===== src/ngll_pkg.sv =====
package ngll_pkg;

  // Characters that steer the parser.
  localparam logic [7:0] CHAR_DOLLAR  = 8'h24;
  localparam logic [7:0] CHAR_STAR    = 8'h2A;
  localparam logic [7:0] CHAR_COMMA   = 8'h2C;
  localparam logic [7:0] CHAR_DOT     = 8'h2E;
  localparam logic [7:0] CHAR_NEWLINE = 8'h0A;
  localparam logic [7:0] CHAR_NUL     = 8'h00;
  localparam logic [7:0] CHAR_SOUTH   = 8'h53;
  localparam logic [7:0] CHAR_WEST    = 8'h57;

  // Number widths: the fraction store covers up to seven kept digits.
  localparam int INT_W   = 17;
  localparam int FRAC_W  = 24;
  localparam int CNT_W   = 3;
  localparam int MAG_W   = 34;
  localparam int POS_W   = 35;
  localparam int M_W     = 30;
  localparam int Q_W     = 25;
  localparam int REM_W   = 31;

  localparam logic [INT_W-1:0] INT_SAT   = 17'd99999;
  localparam logic [8:0]       HEX_SAT   = 9'd256;
  localparam logic [23:0]      E7        = 24'd10000000;
  // Reciprocal of one hundred scaled by 2^32, rounded up.
  localparam logic [25:0]      RECIP_100 = 26'd42949673;

  typedef enum logic [1:0] {
    NUM_INT,
    NUM_FRAC,
    NUM_DONE
  } ngll_num_phase_t;

  typedef enum logic [2:0] {
    BK_IDLE,
    BK_QUOT,
    BK_REM,
    BK_SCALE,
    BK_NUM,
    BK_DIV,
    BK_COMMIT
  } ngll_back_state_t;

  // One ended sentence, as handed from the parser to the position unit.
  typedef struct packed {
    logic                        valid;
    logic [7:0]                  sum;
    logic [3:0]                  present;
    logic [1:0]                  hem_neg;
    logic [1:0][INT_W-1:0]       int_part;
    logic [1:0][FRAC_W-1:0]      frac_part;
    logic [1:0][CNT_W-1:0]       frac_cnt;
  } ngll_rec_t;

  typedef struct packed {
    logic full;
    logic not_empty;
  } ngll_q_status_t;

  function automatic logic [7:0] prefix_char(input logic [2:0] pos);
    logic [7:0] ch;
    case (pos)
      3'd0:    ch = 8'h24;
      3'd1:    ch = 8'h47;
      3'd2:    ch = 8'h50;
      3'd3:    ch = 8'h47;
      3'd4:    ch = 8'h4C;
      3'd5:    ch = 8'h4C;
      default: ch = 8'h00;
    endcase
    return ch;
  endfunction

  function automatic logic [FRAC_W-1:0] pow10(input logic [CNT_W-1:0] k);
    logic [FRAC_W-1:0] p;
    case (k)
      3'd0:    p = 24'd1;
      3'd1:    p = 24'd10;
      3'd2:    p = 24'd100;
      3'd3:    p = 24'd1000;
      3'd4:    p = 24'd10000;
      3'd5:    p = 24'd100000;
      3'd6:    p = 24'd1000000;
      default: p = 24'd10000000;
    endcase
    return p;
  endfunction

  function automatic logic is_hex(input logic [7:0] c);
    return (c >= 8'h30 && c <= 8'h39) || (c >= 8'h61 && c <= 8'h66) ||
           (c >= 8'h41 && c <= 8'h46);
  endfunction

  function automatic logic [3:0] hex_nibble(input logic [7:0] c);
    logic [7:0] v;
    if (c <= 8'h39) begin
      v = c - 8'h30;
    end else if (c >= 8'h61) begin
      v = c - 8'h57;
    end else begin
      v = c - 8'h37;
    end
    return v[3:0];
  endfunction

endpackage


===== src/ngll_result_if.sv =====
interface ngll_result_if;
  logic               valid;
  logic               ready;
  logic               sentence_valid;
  logic signed [34:0] latitude_e7;
  logic signed [34:0] longitude_e7;
  logic [7:0]         computed_sum;

  modport source (output valid, output sentence_valid, output latitude_e7,
                  output longitude_e7, output computed_sum, input ready);
  modport sink (input valid, input sentence_valid, input latitude_e7,
                input longitude_e7, input computed_sum, output ready);
endinterface


===== src/ngll_back.sv =====
module ngll_back (
  input  logic                     clk,
  input  logic                     rst,
  input  ngll_pkg::ngll_rec_t      rec,
  input  ngll_pkg::ngll_q_status_t qs,
  output logic                     pop,
  ngll_result_if.source            res
);

  ngll_pkg::ngll_back_state_t state, state_next;
  ngll_pkg::ngll_rec_t        cur;

  logic [1:0][9:0]                   q100;
  logic [1:0][6:0]                   rem;
  logic [1:0][ngll_pkg::M_W-1:0]     m;
  logic [1:0][ngll_pkg::M_W-1:0]     dvs;
  logic [1:0][ngll_pkg::MAG_W-1:0]   base;
  logic [1:0][ngll_pkg::REM_W-1:0]   r;
  logic [1:0][ngll_pkg::Q_W-1:0]     lo;
  logic [1:0][ngll_pkg::Q_W-1:0]     quo;
  logic [4:0]                        cnt;
  logic [1:0][ngll_pkg::MAG_W-1:0]   held_mag;
  logic [1:0]                        held_neg;

  logic                              out_free;
  logic                              load_direct;
  logic                              commit;
  logic [1:0][42:0]                  prod_q;
  logic [1:0][53:0]                  prod_num;
  logic [1:0][ngll_pkg::REM_W-1:0]   trial;
  logic [1:0]                        trial_ge;
  logic [1:0][ngll_pkg::MAG_W-1:0]   mag_c;
  logic [1:0]                        neg_c;
  logic [1:0][ngll_pkg::POS_W-1:0]   pos_c;
  logic [1:0][ngll_pkg::POS_W-1:0]   pos_held;

  assign out_free = !res.valid || res.ready;

  // Next state.
  always_comb begin
    state_next = state;
    case (state)
      ngll_pkg::BK_IDLE: begin
        if (qs.not_empty && out_free && rec.valid) begin
          state_next = ngll_pkg::BK_QUOT;
        end
      end
      ngll_pkg::BK_QUOT:  state_next = ngll_pkg::BK_REM;
      ngll_pkg::BK_REM:   state_next = ngll_pkg::BK_SCALE;
      ngll_pkg::BK_SCALE: state_next = ngll_pkg::BK_NUM;
      ngll_pkg::BK_NUM:   state_next = ngll_pkg::BK_DIV;
      ngll_pkg::BK_DIV: begin
        if (cnt == 5'd0) begin
          state_next = ngll_pkg::BK_COMMIT;
        end
      end
      ngll_pkg::BK_COMMIT: begin
        if (out_free) begin
          state_next = ngll_pkg::BK_IDLE;
        end
      end
      default: state_next = ngll_pkg::BK_IDLE;
    endcase
  end

  // Sequencer outputs.
  always_comb begin
    pop         = (state == ngll_pkg::BK_IDLE) && qs.not_empty && out_free;
    load_direct = pop && !rec.valid;
    commit      = (state == ngll_pkg::BK_COMMIT) && out_free;
  end

  // Per-coordinate arithmetic: divide by 100, scale, one quotient bit per step.
  always_comb begin
    for (int k = 0; k < 2; k++) begin
      prod_q[k]   = 43'(cur.int_part[k]) * 43'(ngll_pkg::RECIP_100);
      prod_num[k] = 54'(m[k]) * 54'(ngll_pkg::E7);
      trial[k]    = {r[k][ngll_pkg::REM_W-2:0], lo[k][ngll_pkg::Q_W-1]};
      trial_ge[k] = (trial[k] >= ngll_pkg::REM_W'(dvs[k]));
      mag_c[k]    = cur.present[2*k] ? (base[k] + ngll_pkg::MAG_W'(quo[k])) : held_mag[k];
      neg_c[k]    = cur.present[2*k+1] ? cur.hem_neg[k] : held_neg[k];
      pos_c[k]    = neg_c[k] ? (ngll_pkg::POS_W'(0) - {1'b0, mag_c[k]}) : {1'b0, mag_c[k]};
      pos_held[k] = held_neg[k] ? (ngll_pkg::POS_W'(0) - {1'b0, held_mag[k]})
                                : {1'b0, held_mag[k]};
    end
  end

  // Datapath registers.
  always_ff @(posedge clk) begin
    if (pop) begin
      cur <= rec;
    end
    for (int k = 0; k < 2; k++) begin
      case (state)
        ngll_pkg::BK_QUOT: begin
          q100[k] <= prod_q[k][41:32];
        end
        ngll_pkg::BK_REM: begin
          rem[k] <= 7'(cur.int_part[k] - (17'(q100[k]) * 17'd100));
        end
        ngll_pkg::BK_SCALE: begin
          m[k]    <= ngll_pkg::M_W'(31'(rem[k]) * 31'(ngll_pkg::pow10(cur.frac_cnt[k])))
                     + ngll_pkg::M_W'(cur.frac_part[k]);
          dvs[k]  <= ngll_pkg::M_W'(ngll_pkg::pow10(cur.frac_cnt[k]) * 30'd60);
          base[k] <= ngll_pkg::MAG_W'(q100[k]) * ngll_pkg::MAG_W'(ngll_pkg::E7);
        end
        ngll_pkg::BK_NUM: begin
          r[k]   <= ngll_pkg::REM_W'(prod_num[k] >> ngll_pkg::Q_W);
          lo[k]  <= prod_num[k][ngll_pkg::Q_W-1:0];
          quo[k] <= '0;
        end
        ngll_pkg::BK_DIV: begin
          r[k]   <= trial_ge[k] ? (trial[k] - ngll_pkg::REM_W'(dvs[k])) : trial[k];
          lo[k]  <= {lo[k][ngll_pkg::Q_W-2:0], 1'b0};
          quo[k] <= {quo[k][ngll_pkg::Q_W-2:0], trial_ge[k]};
        end
        default: begin
        end
      endcase
    end
    if (state == ngll_pkg::BK_NUM) begin
      cnt <= 5'(ngll_pkg::Q_W - 1);
    end else if (state == ngll_pkg::BK_DIV) begin
      cnt <= cnt - 5'd1;
    end
  end

  // Held position and control.
  always_ff @(posedge clk) begin
    if (rst) begin
      state    <= ngll_pkg::BK_IDLE;
      held_mag <= '0;
      held_neg <= '0;
    end else begin
      state <= state_next;
      if (commit) begin
        held_mag <= mag_c;
        held_neg <= neg_c;
      end
    end
  end

  // Result register: a beat waits here until taken; no record is popped while it waits.
  always_ff @(posedge clk) begin
    if (rst) begin
      res.valid <= 1'b0;
    end else if (load_direct || commit) begin
      res.valid <= 1'b1;
    end else if (res.ready) begin
      res.valid <= 1'b0;
    end
  end

  always_ff @(posedge clk) begin
    if (load_direct) begin
      res.sentence_valid <= 1'b0;
      res.latitude_e7    <= $signed(pos_held[0]);
      res.longitude_e7   <= $signed(pos_held[1]);
      res.computed_sum   <= rec.sum;
    end else if (commit) begin
      res.sentence_valid <= 1'b1;
      res.latitude_e7    <= $signed(pos_c[0]);
      res.longitude_e7   <= $signed(pos_c[1]);
      res.computed_sum   <= cur.sum;
    end
  end

endmodule


===== src/flat_wrapper.sv =====
// flat-port wrapper written by rule: the top's interface ports become plain ports
module ngll_back_flat 
  (clk, rst, rec, qs, pop, res_valid, res_sentence_valid, res_latitude_e7, res_longitude_e7, res_computed_sum, res_ready);
  ngll_result_if res_i ();
  input  logic clk;
  input  logic rst;
  input  ngll_pkg::ngll_rec_t rec;
  input  ngll_pkg::ngll_q_status_t qs;
  output logic pop;
  output wire logic [$bits(res_i.valid)-1:0] res_valid;
  output wire logic [$bits(res_i.sentence_valid)-1:0] res_sentence_valid;
  output wire logic [$bits(res_i.latitude_e7)-1:0] res_latitude_e7;
  output wire logic [$bits(res_i.longitude_e7)-1:0] res_longitude_e7;
  output wire logic [$bits(res_i.computed_sum)-1:0] res_computed_sum;
  input wire logic [$bits(res_i.ready)-1:0] res_ready;
  assign res_valid = res_i.valid;
  assign res_sentence_valid = res_i.sentence_valid;
  assign res_latitude_e7 = res_i.latitude_e7;
  assign res_longitude_e7 = res_i.longitude_e7;
  assign res_computed_sum = res_i.computed_sum;
  assign res_i.ready = res_ready;
  ngll_back u_core (.clk(clk), .rst(rst), .rec(rec), .qs(qs), .pop(pop), .res(res_i));
endmodule

===== config.mk =====
export PLATFORM = sky130hd
export DESIGN_NAME = ngll_back_flat
export DESIGN_NICKNAME = d
export VERILOG_FILES = /design/src/ngll_pkg.sv /design/src/ngll_result_if.sv /design/src/ngll_back.sv /design/src/flat_wrapper.sv
export SDC_FILE = /design/constraint.sdc
export NUM_CORES = 2
export LEC_CHECK = 0
export ABC_AREA = 0
export BUFFER_PORTS_ARGS = -buffer_cell sky130_fd_sc_hd__buf_4
export CORE_MARGIN = 2
export CORE_UTILIZATION = 39
export CTS_CLUSTER_DIAMETER = 200
export DETAILED_ROUTE_END_ITERATION = 7
export GPL_ROUTABILITY_DRIVEN = 0
export PLACE_DENSITY_LB_ADDON = 0.08
export SLEW_MARGIN = 20
export SYNTH_ARGS = -nofsm -noshare
export SYNTH_HDL_FRONTEND = slang
export SYNTH_SLANG_ARGS = --single-unit

===== constraint.sdc =====
create_clock -name clk -period 13.7 [get_ports clk]
set_input_delay 1.37 -clock clk [delete_from_list [all_inputs] [get_ports clk]]
set_output_delay 1.37 -clock clk [all_outputs]
set_load 0.1 [all_outputs]

==> flow_summary.json <==
{
  "status": "complete, no violations",
  "track_usage": 0.2063,
  "first_pass_iters": 7,
  "grt-ovfl-total": 0,
  "cts_buffer_depth": 3,
  "crit_path_end": "u_core.q100[9]$_DFFE_PP_",
  "ant_nets": 0,
  "synth-async-reset-ratio": 0,
  "layout.core_utilization": 0.4302,
  "grt_pass1_wl_um": 336200,
  "clkTransAtPathRegs_ns": 0.06,
  "fp.coreArea_um2": 202300,
  "syn_to_final_growth_pct": 9.632,
  "drt-initial-drc-count": 2851,
  "tns_ns": 0,
  "start_util": 0.3924,
  "hold_class": "flip-flop to flip-flop",
  "synth_edf_count": 530,
  "maxSlewViolCount": 0,
  "ys_warn_count": 0,
  "critPathKind": "flip-flop to flip-flop",
  "hold_path_depth": 1,
  "num-nets-final": 10530,
  "dp_hpwl_um": 170400,
  "r2r_end": "u_core.q100[9]$_DFFE_PP_",
  "cts_root_buf": "clkbuf_16",
  "synth.avg_cell_area_um2": 9.760,
  "cts_resized": 0,
  "setup_violations": 0,
  "p_per_area_nw_per_um2": 232.8,
  "hold_viol": 0,
  "layout_commonest_cell": "inv_1",
  "io_pins": 189,
  "worstSetupStartpoint": "u_core.cur[57]$_DFFE_PP_",
  "timing.critical_path.fanout_max": 8,
  "drive_gt1_frac": 0.05571,
  "netlist_instances": 8135,
  "dr_wl_met3_um": 5806,
  "rr_worst_depth": 19,
  "portBuffers": 187,
  "hp-start": "u_core.cnt[4]$_SDFFE_PP1P_",
  "ir_drop_mv": 0.2734,
  "final_cell_mix": "1,698 x inv_1, 1,255 x ha_1, 893 x fa_1",
  "r2r_slack_ns": 5.78,
  "worstMarginPinSlew_ns": 1.090,
  "cp.arrival_ns": 8.51,
  "synth-main-ff-cell": "edfxtp_1",
  "syn_area_um2": 79400,
  "period_needed_ns": 7.922,
  "worstSetupEndpointType": "flip-flop",
  "drc_errors": 0,
  "rsz0062_at_grt": "no",
  "synth.ff_latch_count": 610,
  "insertion_delay_ns": 0.76,
  "top_layer": "met4",
  "setup.worst_path.start_class": "flip-flop",
  "reg2reg_from": "u_core.cur[57]$_DFFE_PP_",
  "required_ns": 14.29,
  "ys_seq_area_frac": 0.2206,
  "max_cap_violations": 0,
  "dieWidth_um": 455.2,
  "power_mw": 20.27,
  "relSlewSlack": 0.2678,
  "fmax_ghz": 0.1262,
  "grt_max_degree": 152,
  "cts_tree": "yes",
  "rows": 165,
  "die_h_um": 455.2,
  "cts_buffers": 86,
  "drt-total-wl_um": 209700,
  "via_count": 56610,
  "postCtsSetupBuffers": 0,
  "fin_skew_ns": 0.06963,
  "antenna_found_initial": 0,
  "antenna_cells": 0,
  "cts.sinks": 610,
  "met2_length_um": 99560,
  "vias_per_cell": 5.137,
  "holdWs_ns": 0.4618,
  "period_share": 0.5782,
  "leakagePower_nw": 42.15,
  "dieArea_um2": 207200,
  "wl_per_cell_um": 19.03,
  "grt_pass1_vias": 59510,
  "ys_types": 100,
  "wl_met1_um": 99940,
  "h-tree-depth": 3,
  "holdBufCountCts": 0
}
==> flip-flops by register name, indices dropped and copies added, names as in the netlist, 36 cells and up <==
| register | cells |
|---|---|
| u_core.m | 60 |
| u_core.lo | 36 |
| u_core.quo | 50 |
| u_core.cur | 102 |
| u_core.base | 54 |
| u_core.dvs | 56 |
| u_core.r | 60 |
| u_core.held_mag | 68 |
==> layout make-up <==
type                    count  area (µm²)
inverters                1704        6409
multi-input cells        5628       54800
clock buffers             108        2276
flip-flops and latches    610       17520
fillers                 19830      115300
repair buffers            245        1839
clock inverters            52       864.6
well taps                2672        3343
==> per-stage QoR <==
step	setup slack (ns)	instance area, µm²	instances
finish	5.778	87050	11020
CTS	5.640	87050	11020
detailed placement	5.717	83910	10860
global placement	5.690	83910	10860
global route	5.280	87050	11020
floorplan	5.986	79420	8140
==> cell families after synthesis <==
family | Yosys count | share of synthesized area
adders and majority gates | 2148 | 0.4229
buffers and inverters | 1902 | 0.09025
and+or+nand+nor | 1651 | 0.1014
AOI/OAI and AO/OA | 1349 | 0.1109
DFF | 610 | 0.2206
xor gates and xnor gates | 387 | 0.04269
muxes | 87 | 0.01116
other | 1 | 0.00004723
==> cell usage after synthesis, types with 13 or more instances <==
cell / count / area (µm²)
o21a_1: 41 / 307.8
nand3_1: 111 / 555.5
mux2i_1: 77 / 770.7
ha_1: 1255 / 15700
o41ai_1: 16 / 140.1
nor3b_1: 16 / 120.1
a21oi_1: 376 / 1882
or3_1: 32 / 200.2
xor2_1: 124 / 1086
xnor2_1: 263 / 2303
dfxtp_1: 80 / 1602
a31oi_1: 52 / 325.3
o21bai_1: 40 / 300.3
or2_2: 21 / 131.4
nand4_1: 41 / 256.5
fa_1: 893 / 17880
nor3_1: 111 / 555.5
a21o_1: 137 / 1028
o2111ai_1: 16 / 140.1
a211oi_1: 87 / 653.1
inv_1: 1700 / 6381
nor4_1: 22 / 137.6
clkbuf_1: 162 / 608.1
nor2b_1: 57 / 356.6
nand2b_1: 53 / 331.6
edfxtp_1: 530 / 15920
nor2_1: 374 / 1404
a211o_1: 17 / 148.9
and4_1: 13 / 113.9
or4_1: 16 / 120.1
and2_1: 100 / 625.6
buf_1: 21 / 78.83
o31ai_1: 54 / 405.4
a2111oi_0: 18 / 157.7
o22ai_1: 18 / 112.6
o21ai_0: 275 / 1376
and3_1: 135 / 844.6
nand2_1: 507 / 1903
o211ai_1: 25 / 187.7
==> per-layer routing <==
| layer | GRT usage | vias up |
|---|---|---|
| li1 | - | 27510 |
| met1 | 0.2881 | 28090 |
| met2 | 0.3469 | 807 |
| met3 | 0.01869 | 208 |
| met4 | 0.04528 | 0 |
| met5 | 0 | - |
==> worst min-delay path by stage <==
stage	endpoint	slack [ns]
detailed placement	u_core.cnt[4]$_SDFFE_PP1P_	0.45
finish	u_core.cnt[4]$_SDFFE_PP1P_	0.46
global placement	u_core.cnt[4]$_SDFFE_PP1P_	0.45
floorplan	u_core.cnt[4]$_SDFFE_PP1P_	0.43
global route	u_core.cnt[4]$_SDFFE_PP1P_	0.50
CTS	u_core.cnt[4]$_SDFFE_PP1P_	0.47
==> worst max-delay path, stage by stage, from the launching register on <==
cell and delay [ns]:
edfxtp_1 0.89, inv_1 0.49, fa_1 0.65, inv_1 0.04, ha_1 0.29, fa_1 0.54
inv_1 0.05, fa_1 0.48, inv_1 0.05, fa_1 0.44, ha_1 0.19, or3_1 0.45
a2111oi_0 0.56, o31ai_1 0.29, a221oi_1 0.49, o31ai_1 0.31, a2111oi_0 0.79, nor3_1 0.22
or3_1 0.42, nand3_1 0.10
==> power breakdown <==
part | internal (mW) | switching (mW) | total, mW
combinational | 6.29 | 8.46 | 14.8
clock | 1.50 | 0.991 | 2.49
sequential | 2.83 | 0.193 | 3.02
(Power assumes the default switching activity.)
