### src/ngll_pkg.sv
package ngll_pkg;

  // Characters that steer the parser.
  localparam logic [7:0] CHAR_DOLLAR  = 8'h24;
  localparam logic [7:0] CHAR_STAR    = 8'h2A;
  localparam logic [7:0] CHAR_COMMA   = 8'h2C;
  localparam logic [7:0] CHAR_DOT     = 8'h2E;
  localparam logic [7:0] CHAR_NEWLINE = 8'h0A;
  localparam logic [7:0] CHAR_NUL     = 8'h00;
  localparam logic [7:0] CHAR_SOUTH   = 8'h53;
  localparam logic [7:0] CHAR_WEST    = 8'h57;

  // Number widths: the fraction store covers up to seven kept digits.
  localparam int INT_W   = 17;
  localparam int FRAC_W  = 24;
  localparam int CNT_W   = 3;
  localparam int MAG_W   = 34;
  localparam int POS_W   = 35;
  localparam int M_W     = 30;
  localparam int Q_W     = 25;
  localparam int REM_W   = 31;

  localparam logic [INT_W-1:0] INT_SAT   = 17'd99999;
  localparam logic [8:0]       HEX_SAT   = 9'd256;
  localparam logic [23:0]      E7        = 24'd10000000;
  // Reciprocal of one hundred scaled by 2^32, rounded up.
  localparam logic [25:0]      RECIP_100 = 26'd42949673;

  typedef enum logic [1:0] {
    NUM_INT,
    NUM_FRAC,
    NUM_DONE
  } ngll_num_phase_t;

  typedef enum logic [2:0] {
    BK_IDLE,
    BK_QUOT,
    BK_REM,
    BK_SCALE,
    BK_NUM,
    BK_DIV,
    BK_COMMIT
  } ngll_back_state_t;

  // One ended sentence, as handed from the parser to the position unit.
  typedef struct packed {
    logic                        valid;
    logic [7:0]                  sum;
    logic [3:0]                  present;
    logic [1:0]                  hem_neg;
    logic [1:0][INT_W-1:0]       int_part;
    logic [1:0][FRAC_W-1:0]      frac_part;
    logic [1:0][CNT_W-1:0]       frac_cnt;
  } ngll_rec_t;

  typedef struct packed {
    logic full;
    logic not_empty;
  } ngll_q_status_t;

  function automatic logic [7:0] prefix_char(input logic [2:0] pos);
    logic [7:0] ch;
    case (pos)
      3'd0:    ch = 8'h24;
      3'd1:    ch = 8'h47;
      3'd2:    ch = 8'h50;
      3'd3:    ch = 8'h47;
      3'd4:    ch = 8'h4C;
      3'd5:    ch = 8'h4C;
      default: ch = 8'h00;
    endcase
    return ch;
  endfunction

  function automatic logic [FRAC_W-1:0] pow10(input logic [CNT_W-1:0] k);
    logic [FRAC_W-1:0] p;
    case (k)
      3'd0:    p = 24'd1;
      3'd1:    p = 24'd10;
      3'd2:    p = 24'd100;
      3'd3:    p = 24'd1000;
      3'd4:    p = 24'd10000;
      3'd5:    p = 24'd100000;
      3'd6:    p = 24'd1000000;
      default: p = 24'd10000000;
    endcase
    return p;
  endfunction

  function automatic logic is_hex(input logic [7:0] c);
    return (c >= 8'h30 && c <= 8'h39) || (c >= 8'h61 && c <= 8'h66) ||
           (c >= 8'h41 && c <= 8'h46);
  endfunction

  function automatic logic [3:0] hex_nibble(input logic [7:0] c);
    logic [7:0] v;
    if (c <= 8'h39) begin
      v = c - 8'h30;
    end else if (c >= 8'h61) begin
      v = c - 8'h57;
    end else begin
      v = c - 8'h37;
    end
    return v[3:0];
  endfunction

endpackage

### src/ngll_queue.sv
module ngll_queue (
  input  logic                     clk,
  input  logic                     rst,
  input  logic                     push,
  input  ngll_pkg::ngll_rec_t      push_rec,
  input  logic                     pop,
  output ngll_pkg::ngll_rec_t      pop_rec,
  output ngll_pkg::ngll_q_status_t qs
);

  ngll_pkg::ngll_rec_t slots [2];
  logic       wr_ptr;
  logic       rd_ptr;
  logic [1:0] count;

  assign qs.full      = (count == 2'd2);
  assign qs.not_empty = (count != 2'd0);
  assign pop_rec      = slots[rd_ptr];

  // Two-entry ring between parser and position unit.
  always_ff @(posedge clk) begin
    if (push) begin
      slots[wr_ptr] <= push_rec;
    end
  end

  always_ff @(posedge clk) begin
    if (rst) begin
      wr_ptr <= 1'b0;
      rd_ptr <= 1'b0;
      count  <= '0;
    end else begin
      if (push) begin
        wr_ptr <= !wr_ptr;
      end
      if (pop) begin
        rd_ptr <= !rd_ptr;
      end
      count <= count + {1'b0, push} - {1'b0, pop};
    end
  end

endmodule

### config.mk
export PLATFORM = sky130hd
export DESIGN_NAME = ngll_queue
export DESIGN_NICKNAME = d
export VERILOG_FILES = /design/src/ngll_pkg.sv /design/src/ngll_queue.sv
export SDC_FILE = /design/constraint.sdc
export NUM_CORES = 1
export LEC_CHECK = 0
export BUFFER_PORTS_ARGS = -buffer_cell sky130_fd_sc_hd__buf_2
export CAP_MARGIN = 20
export CORE_ASPECT_RATIO = 1.4
export CORE_MARGIN = 2
export CORE_UTILIZATION = 50
export DETAILED_ROUTE_END_ITERATION = 8
export HOLD_SLACK_MARGIN = 0.15
export PLACE_DENSITY = 0.77
export SLEW_MARGIN = 10
export SYNTH_ARGS = -nofsm -noshare
export SYNTH_HDL_FRONTEND = slang
export SYNTH_SLANG_ARGS = --single-unit
### constraint.sdc
create_clock -name clk -period 8.6 [get_ports clk]
set_input_delay 0 -clock clk [delete_from_list [all_inputs] [get_ports clk]]
set_output_delay 0 -clock clk [all_outputs]
set_load 0.02 [all_outputs]
==> impl_metrics.yaml, run 1 <==
place:
  portBuffers: 211
  place.gp.congestion: 0.736
  dpl.hpwl_um: 8990
clock_network:
  path_clk_slew_ps: 60
  cts_buffer_depth: 3
  cts_buffers: 19
  h-tree-depth: 1
  clock_latency_ps: 470
  tritoncts: "done"
  cts_sinks: 211
  cts.root.buffer_cell: "clkbuf_16"
power:
  peakVddDrop_mv: 0.212
  p_leak_nw: 4.00
  p_per_area_nw_per_um2: 219
worst_setup_path:
  cp_max_fo: 80
  cp.arrival_ps: 2530
  crit_required_ps: 8600
  worstSetupPathType: "flop to output port"
  cp-end-kind: "output port"
  crit_path_start_kind: "flop"
global_route:
  grt_pass1_vias: 4767
  grt_usage_pct: 18.5
  gr-total-overflow: 0
  grt_pass1_wl_um: 23100
  antenna_found_initial: 1
  grt_max_degree: 81
job:
  cap_violations: 0
synth:
  syn_area_um2: 7670
  synth_cells: 341
  ys_ff_latch: 211
  yosysSeqAreaShare_pct: 82.0
  yosysWarnings: 0
  syn-num-nets: 450
  synth.avg_cell_area_um2: 22.5
  yosysUniqueCellTypes: 14
die:
  die_w_um: 109
  boundaryPins: 212
  dieArea_um2: 16400
  die_h_um: 151
  rows: 53
  coreArea_um2: 15000
  initial_utilization_pct: 51.2
sta:
  setup_tns_ps: 0
  drv_slew: 0
  slew_headroom_pct: 31.5
  hold_violations: 0
  fmax_mhz: 395
  worstMarginPinSlew_ps: 1030
  finClkSkew_ps: 5.15
  period_share_pct: 29.4
  rsz0062_at_grt: "false"
  holdWs_ps: 247
  period_needed_ps: 2530
  setup_viol: 0
finish:
  drive_gt1_share_pct: 50.8
  fin_nets: 782
  syn_to_final_growth_pct: 37.3
routing:
  route.detailed.drc: 0
  drt_pass1_iterations: 4
  routed_wl_um: 15800
  vias: 4380
  routed_via_density: 4.99
  postRouteAntennaNets: 0
  wl_per_cell_um: 18.0
  first_iter_violations: 185
hold_path:
  hold_path.class: "input pin to flop"
run_status:
  outcome: "complete, no violations"
[worst max-delay path, cell delays in order (launching register included)]
cell and delay, ps:
dfxtp_4 560, buf_4 860, mux2_2 440, buf_2 160
[flip-flops by register name, summed over array words and instances (netlist names), named ones only]
signal and flops:
slots 206, count 2, rd_ptr 1, wr_ptr 1
[final timing paths]
path                     start            to  slack [ps]  depth (start not counted)
hold / removal    push_rec[70]  slots[1][70]         250                          2
setup / recovery          flop   pop_rec[96]        6070                          3
hold reg to reg         rd_ptr        rd_ptr         550                          2
setup reg to reg        wr_ptr  slots[1][14]        6390                          2
[routing by layer]
metal	vias up	part of all wire (%)	GRT usage [%]
li1	2021	-	-
met1	2137	36	20.4
met2	190	55	34.9
met3	32	6.4	3.59
met4	0	2.7	6.79
met5	-	0	0
[cells in the final DEF, fill, tap and decap left out]
cell type / instances
clkinv_1: 3
dfxtp_4: 1
nor2_1: 4
dfxtp_1: 4
mux2_2: 103
buf_2: 211
dlygate4sd3_1: 107
diode_2: 1
nor2b_1: 2
clkinv_2: 6
and2_4: 1
inv_1: 2
ha_1: 2
or2_2: 1
clkbuf_1: 4
buf_4: 4
clkbuf_8: 1
clkbuf_16: 19
nor2b_4: 1
xnor2_1: 2
xnor3_1: 1
edfxtp_1: 206
[where the power goes]
group,total [mW],switching [mW],internal [mW]
registers,1.22,0.0206,1.20
logic,0.331,0.182,0.149
clock network,0.750,0.336,0.414
[layout make-up]
cell class | instances | area, um2
Sequential cell | 211 | 6290
Clock buffer | 24 | 504
Tap cell | 192 | 240
Inverter | 2 | 7.51
Multi-Input combinational cell | 117 | 1280
Fill cell | 909 | 4460
Clock inverter | 9 | 41.3
Timing Repair Buffer | 322 | 2160
Antenna cell | 1 | 2.50
[stage by stage]
step / cell area (um2) / util, % / power (mW) / std cells / worst slack, ps
after CTS: 10500 / 70.2 / 2.31 / 877 / 6040
after global routing: 10500 / 70.2 / 2.38 / 878 / 5940
final: 10500 / 70.2 / 2.30 / 878 / 6070
after global placement: 8900 / 59.4 / 1.52 / 737 / 6500
after floorplan: 7670 / - / 1.43 / 341 / 3140
after detailed placement: 8900 / 59.4 / 1.53 / 737 / 6400
[Yosys cell counts]
master | number | area, um2
or2_2 | 1 | 6.26
xnor2_1 | 2 | 17.5
xnor3_1 | 1 | 22.5
mux2_2 | 103 | 1160
buf_4 | 1 | 7.51
edfxtp_1 | 206 | 6190
buf_6 | 7 | 78.8
ha_1 | 2 | 25.0
dfxtp_1 | 5 | 100
buf_2 | 3 | 15.0
nor2b_1 | 3 | 18.8
inv_1 | 2 | 7.51
nor2_1 | 4 | 15.0
and2_1 | 1 | 6.26
[logic make-up after synthesis]
| group | after synthesis | share of synthesized area [%] |
|---|---|---|
| buffers and inverters | 13 | 1.42 |
| muxes | 103 | 15.1 |
| DFF | 211 | 82.0 |
| and+or+nand+nor | 9 | 0.604 |
| adders and majority gates | 2 | 0.326 |
| xor gates and xnor gates | 3 | 0.522 |
[what timing repair did]
action | CTS | global route
gates resized for setup | 0 | 0
setup buffers | 0 | 0
setup endpoints to repair | 0 | 0
hold buffers | 107 | 0
hold endpoints to repair | 211 | 0
Note: power is estimated with default switching activity, not from simulation.
==> inputs of run 2 (changes only) <==
- ABC_AREA: default -> 1
- CORE_UTILIZATION: 50 -> 47
- PLACE_DENSITY: 0.77 -> 0.76
- clock period: 8.6 -> 2.2 ns (I/O delays scaled with it)
==> run 2 against run 1 <==
Die area up 6.2%. Synthesized cell count up 2.9%. Sequential share of layout area down 0.74 points. Combinational power rose to 3.7 times the previous value. Global-route usage down 1.4 points. Wire length down 2.3%. Count of clock-buffer cells in the layout down 2. Critical endpoint is now pop_rec[54].
==> impl_metrics.yaml, run 2 <==
global_route:
  gr-total-overflow: 0
  grt_pass1_vias: 4819
  antenna_found_initial: 3
  grt_pass1_wl_um: 23600
  grt_usage_pct: 17.1
  grt_max_degree: 57
routing:
  vias: 4411
  drt_pass1_iterations: 6
  route.detailed.drc: 0
  first_iter_violations: 290
  postRouteAntennaNets: 0
  routed_via_density: 4.92
  routed_wl_um: 15400
  wl_per_cell_um: 17.2
sta:
  period_share_pct: 86.5
  hold_violations: 0
  drv_slew: 0
  setup_tns_ps: 0
  setup_viol: 0
  rsz0062_at_grt: "false"
  period_needed_ps: 1900
  finClkSkew_ps: 14.8
  fmax_mhz: 526
  worstMarginPinSlew_ps: 649
  slew_headroom_pct: 56.7
synth:
  synth_area_leaders: "edfxtp_1 (81%), mux2_2 (15%), dfxtp_1 (1.3%)"
  synth_cells: 351
  yosysMostFrequentCell: "edfxtp_1"
  synth.avg_cell_area_um2: 21.9
  yosysUniqueCellTypes: 14
  synth_edf_count: 206
  syn-num-nets: 460
  netlist.area_leader.share_pct: 80.6
  yosysWarnings: 0
  yosys-top-cells-count: "edfxtp_1 (206), mux2_2 (103), inv_1 (8), buf_6 (7), nor2_1 (7)"
  synthArstFlopShare_pct: 0
  synthFlopType: "edfxtp_1"
  yosysSeqAreaShare_pct: 81.9
  ys_ff_latch: 211
  yosysTopAreaCell: "edfxtp_1"
  syn_area_um2: 7670
power:
  peakVddDrop_mv: 0.725
  finalPower_mw: 9.09
  switchingPower_mw: 2.05
  p_per_area_nw_per_um2: 853
  combPwrFrac_pct: 13.5
  pwr-share-clk_pct: 34.5
  p_seq_share_pct: 52.0
  intPower_mw: 7.04
  p_leak_nw: 4.06
  sw_frac_of_total_pct: 22.6
worst_setup_path:
  reg2reg_depth: 3
  crit_required_ps: 2200
  cp-end-kind: "output port"
  cp.arrival_ps: 1900
  r2r_slack_ps: 760
  cp_max_fo: 24
  worstSetupPathType: "flop to output port"
  r2r-start: "wr_ptr"
  crit_path_start_kind: "flop"
  r2r-end: "slots[1][76]"
die:
  boundaryPins: 212
  die_w_um: 112
  initial_utilization_pct: 47.6
  dieArea_um2: 17400
  rows: 55
  die_h_um: 155
  coreArea_um2: 16100
finish:
  fin_cells: 897
  largest_register_ff_count: 206
  top_register: "slots"
  drive_gt1_share_pct: 50.4
  syn_to_final_growth_pct: 38.9
  fin_nets: 795
  top_regs: "slots x206, count x2"
  final_common_cell: "buf_2"
  most-common-layout-cells: "buf_2 (211), edfxtp_1 (206), dlygate4sd3_1 (107)"
clock_network:
  postCtsSetupBuffers: 0
  clock_latency_ps: 480
  cts_sinks: 211
  cts_buffers: 19
  h-tree-depth: 1
  path_clk_slew_ps: 70
  tritoncts: "done"
  cts_buffer_depth: 3
  cts.root.buffer_cell: "clkbuf_16"
place:
  placed_cells: 757
  place.gp.congestion: 0.727
  portBuffers: 211
  dpl.hpwl_um: 9440
hold_path:
  hp-start: "push_rec[67]"
  hold_path_depth: 2
  hold_path.class: "input pin to flop"
  min_to: "slots[0][67]"
run_status:
  outcome: "complete, no violations"
job:
  cap_violations: 0
run 2: cell types whose count changed in the layout (fill, tap and decap cells not counted), moves of 2 or more:
cell,previous run,this run
inv_1,2,7
buf_12,0,4
clkinv_2,6,2
nand2_1,0,4
bufinv_16,0,2
inv_6,0,2
nor2_1,4,6
nor2b_1,2,0
run 2: how the worst max path moves through the flow:
stage / start / depth (start not counted) / slack [ps] / end
after floorplan: wr_ptr / 2 / -110 / slots[1][0]
after global placement: wr_ptr / 3 / 780 / slots[1][79]
after detailed placement: wr_ptr / 3 / 760 / slots[1][73]
after CTS: flop / 3 / 260 / pop_rec[73]
after global routing: flop / 3 / 200 / pop_rec[76]
final: flop / 3 / 300 / pop_rec[54]
run 2: final cells by class:
cell class	instances	area (um2)
Timing Repair Buffer	325	2230
Inverter	8	33.8
Sequential cell	211	6290
Clock buffer	22	487
Fill cell	1087	5450
Multi-Input combinational cell	121	1260
Clock inverter	9	98.8
Tap cell	199	249
Antenna cell	2	5.00
run 2: cell families (layout without fill, tap and decap cells):
logic type      count (synthesis)  after routing  share of synthesized area [%]
other cells                     0              2                              0
fa+ha+maj                       2              2                          0.326
flops                         211            211                           81.9
mux                           103            103                           15.1
xor+xnor                        1              1                          0.114
simple gates                   14             14                          0.718
compound gates                  1              1                         0.0652
buf+inv                        19            364                           1.71
run 2: per-stage QoR:
step	worst slack (ps)	hold slack [ps]	area (um2)	util [%]
after floorplan	-107	71.2	7690	-
after global placement	780	187	9000	55.9
after detailed placement	763	191	9000	55.9
after CTS	260	223	10700	66.2
after global routing	199	228	10700	66.2
final	298	234	10700	66.2
run 2: timing repair:
action | 4_1_cts | 5_1_grt
hold endpoints to repair | 211 | 0
hold buffers | 107 | 0
resized for setup | 0 | 0
run 2: critical path, cell delays in order, from the launching register on:
cell	delay [ps]
dfxtp_4	590
buf_4	300
mux2_2	370
buf_2	160
run 2: per-layer routing:
layer  global-route usage, %  vias to the layer above  share of wire (%)
li1                        -                     2046                  -
met1                    18.3                     2132                 36
met2                    32.3                      176                 54
met3                    3.97                       55                6.4
met4                    7.14                        2                3.6
met5                       0                        -               0.10
run 2: power by group through the flow:
stage	combinational (mW)	sequential (mW)	clock (mW)
2_1_floorplan	0.700	4.78	0
3_3_place_gp	1.05	4.80	0
3_5_place_dp	1.07	4.81	0
4_1_cts	1.23	4.73	3.20
5_1_grt	1.31	4.74	3.35
6_report	1.23	4.72	3.14
==> inputs of run 3 (changes only) <==
- CELL_PAD_IN_SITES_DETAIL_PLACEMENT: default -> 1
- CELL_PAD_IN_SITES_GLOBAL_PLACEMENT: default -> 1
- CORE_UTILIZATION: 47 -> 39
- PLACE_DENSITY: 0.76 -> default
- PLACE_DENSITY_LB_ADDON: default -> 0.1
==> run 3 against run 2 <==
Worst hold slack improved by 7.7 ps. First-iteration DRC count fell by 53%. Clock power is 7.0% higher. Critical path type unchanged. Combinational power barely moved. Sequential cell count unchanged.
==> impl_metrics.yaml, run 3 (synthesized netlist as in run 2, its figures left out) <==
global_route:
  grt_max_degree: 57
  antenna_found_initial: 2
  grt_pass1_wl_um: 24900
  grt_usage_pct: 15.3
  grt_pass1_vias: 4887
  gr-total-overflow: 0
finish:
  final_common_cell: "buf_2"
  fin_nets: 800
  fin_cells: 955
  top_register: "slots"
  syn_to_final_growth_pct: 41.5
  most-common-layout-cells: "buf_2 (211), edfxtp_1 (206), dlygate4sd3_1 (107)"
  largest_register_ff_count: 206
  final_area_um2: 10900
  drive_gt1_share_pct: 50.5
  utilization_pct: 56.3
  top_regs: "slots x206, count x2"
sta:
  setup_tns_ps: 0
  slew_headroom_pct: 58.1
  drv_slew: 0
  hold_violations: 0
  setup_viol: 0
  layout_setup_ws_ps: 463
  rsz0062_at_grt: "false"
  fmax_mhz: 576
  holdWs_ps: 242
  worstMarginPinSlew_ps: 627
  finClkSkew_ps: 9.14
  period_share_pct: 79.0
  period_needed_ps: 1740
place:
  placed_cell_area_um2: 9130
  portBuffers: 211
  place_ws_ps: 582
  place.gp.congestion: 0.694
  placed_cells: 809
  dpl.hpwl_um: 10200
worst_setup_path:
  slowest_delay_ps: 390
  cp_cell_sequence: "buf_12 > mux2_2 > buf_2"
  cp_max_fo: 56
  cp.arrival_ps: 1740
  crit_required_ps: 2200
  slowest_stage: "mux2_2"
  crit_cells: 3
  crit_path_start_kind: "flop"
  cpLargestDelayFamily: "buffers and inverters"
  worstSetupPathType: "flop to output port"
  reg2reg_depth: 3
  cp-end-kind: "output port"
  critPathBufInv: 2
hold_path:
  hold_path_depth: 2
  hold_path.class: "input pin to flop"
die:
  initial_utilization_pct: 39.8
  die_h_um: 170
  die_w_um: 123
  dieArea_um2: 20800
  boundaryPins: 212
  coreArea_um2: 19300
  rows: 60
routing:
  vias: 4352
  routed_wl_um: 15900
  route.detailed.drc: 0
  drt_pass1_iterations: 4
  routed_via_density: 4.56
  first_iter_violations: 136
  wl_per_cell_um: 16.6
  postRouteAntennaNets: 0
clock_network:
  cts_sinks: 211
  h-tree-depth: 1
  cts.repair.resized: 0
  path_clk_slew_ps: 60
  tritoncts: "done"
  clock_latency_ps: 480
  cts_buffers: 21
  cts.root.buffer_cell: "clkbuf_16"
  postCtsSetupBuffers: 0
  cts_buffer_depth: 3
job:
  cap_violations: 0
power:
  switchingPower_mw: 2.10
  pwr-share-clk_pct: 36.0
  combPwrFrac_pct: 13.5
  p_per_area_nw_per_um2: 859
  sw_frac_of_total_pct: 22.5
  p_leak_nw: 4.11
  finalPower_mw: 9.32
  p_seq_share_pct: 50.4
  intPower_mw: 7.23
  peakVddDrop_mv: 0.775
run_status:
  outcome: "complete, no violations"
## run 3: power by group through the flow
stage | combinational (mW) | sequential [mW] | clock (mW)
finish | 1.26 | 4.70 | 3.36
global route | 1.37 | 4.72 | 3.61
CTS | 1.29 | 4.70 | 3.48
detailed placement | 1.13 | 4.79 | 0
global placement | 1.11 | 4.78 | 0
floorplan | 0.700 | 4.78 | 0
## run 3: routing by layer
metal | share of wire (%) | global-route usage, % | vias to the layer above
li1 | - | - | 2061
met1 | 36 | 17.3 | 2114
met2 | 54 | 27.9 | 147
met3 | 6.9 | 3.82 | 30
met4 | 2.6 | 5.15 | 0
met5 | 0 | 0 | -
## run 3: what timing repair did
action	in CTS	in global routing
endpoints found under the hold margin	223	0
setup endpoints to repair	0	0
hold buffers	107	0
## run 3: worst reg2reg max path: stages (launching register included)
cell	delay, ps
dfxtp_2	340
nand2_2	90
clkinvlp_4	470
buf_4	410
## run 3: worst paths after layout
path / slack, ps / endpoint / start
min: 240 / slots[0][18] / push_rec[18]
min reg2reg: 530 / wr_ptr / wr_ptr
max: 460 / pop_rec[80] / flop
max reg2reg: 640 / slots[1][69] / wr_ptr
## run 3: cell type report
class / count / area [um2]
Antenna cell: 2 / 5.00
Sequential cell: 211 / 6290
Timing Repair Buffer: 328 / 2300
Clock inverter: 10 / 104
Tap cell: 248 / 310
Inverter: 8 / 33.8
Fill cell: 1796 / 8440
Clock buffer: 27 / 548
Multi-Input combinational cell: 121 / 1260
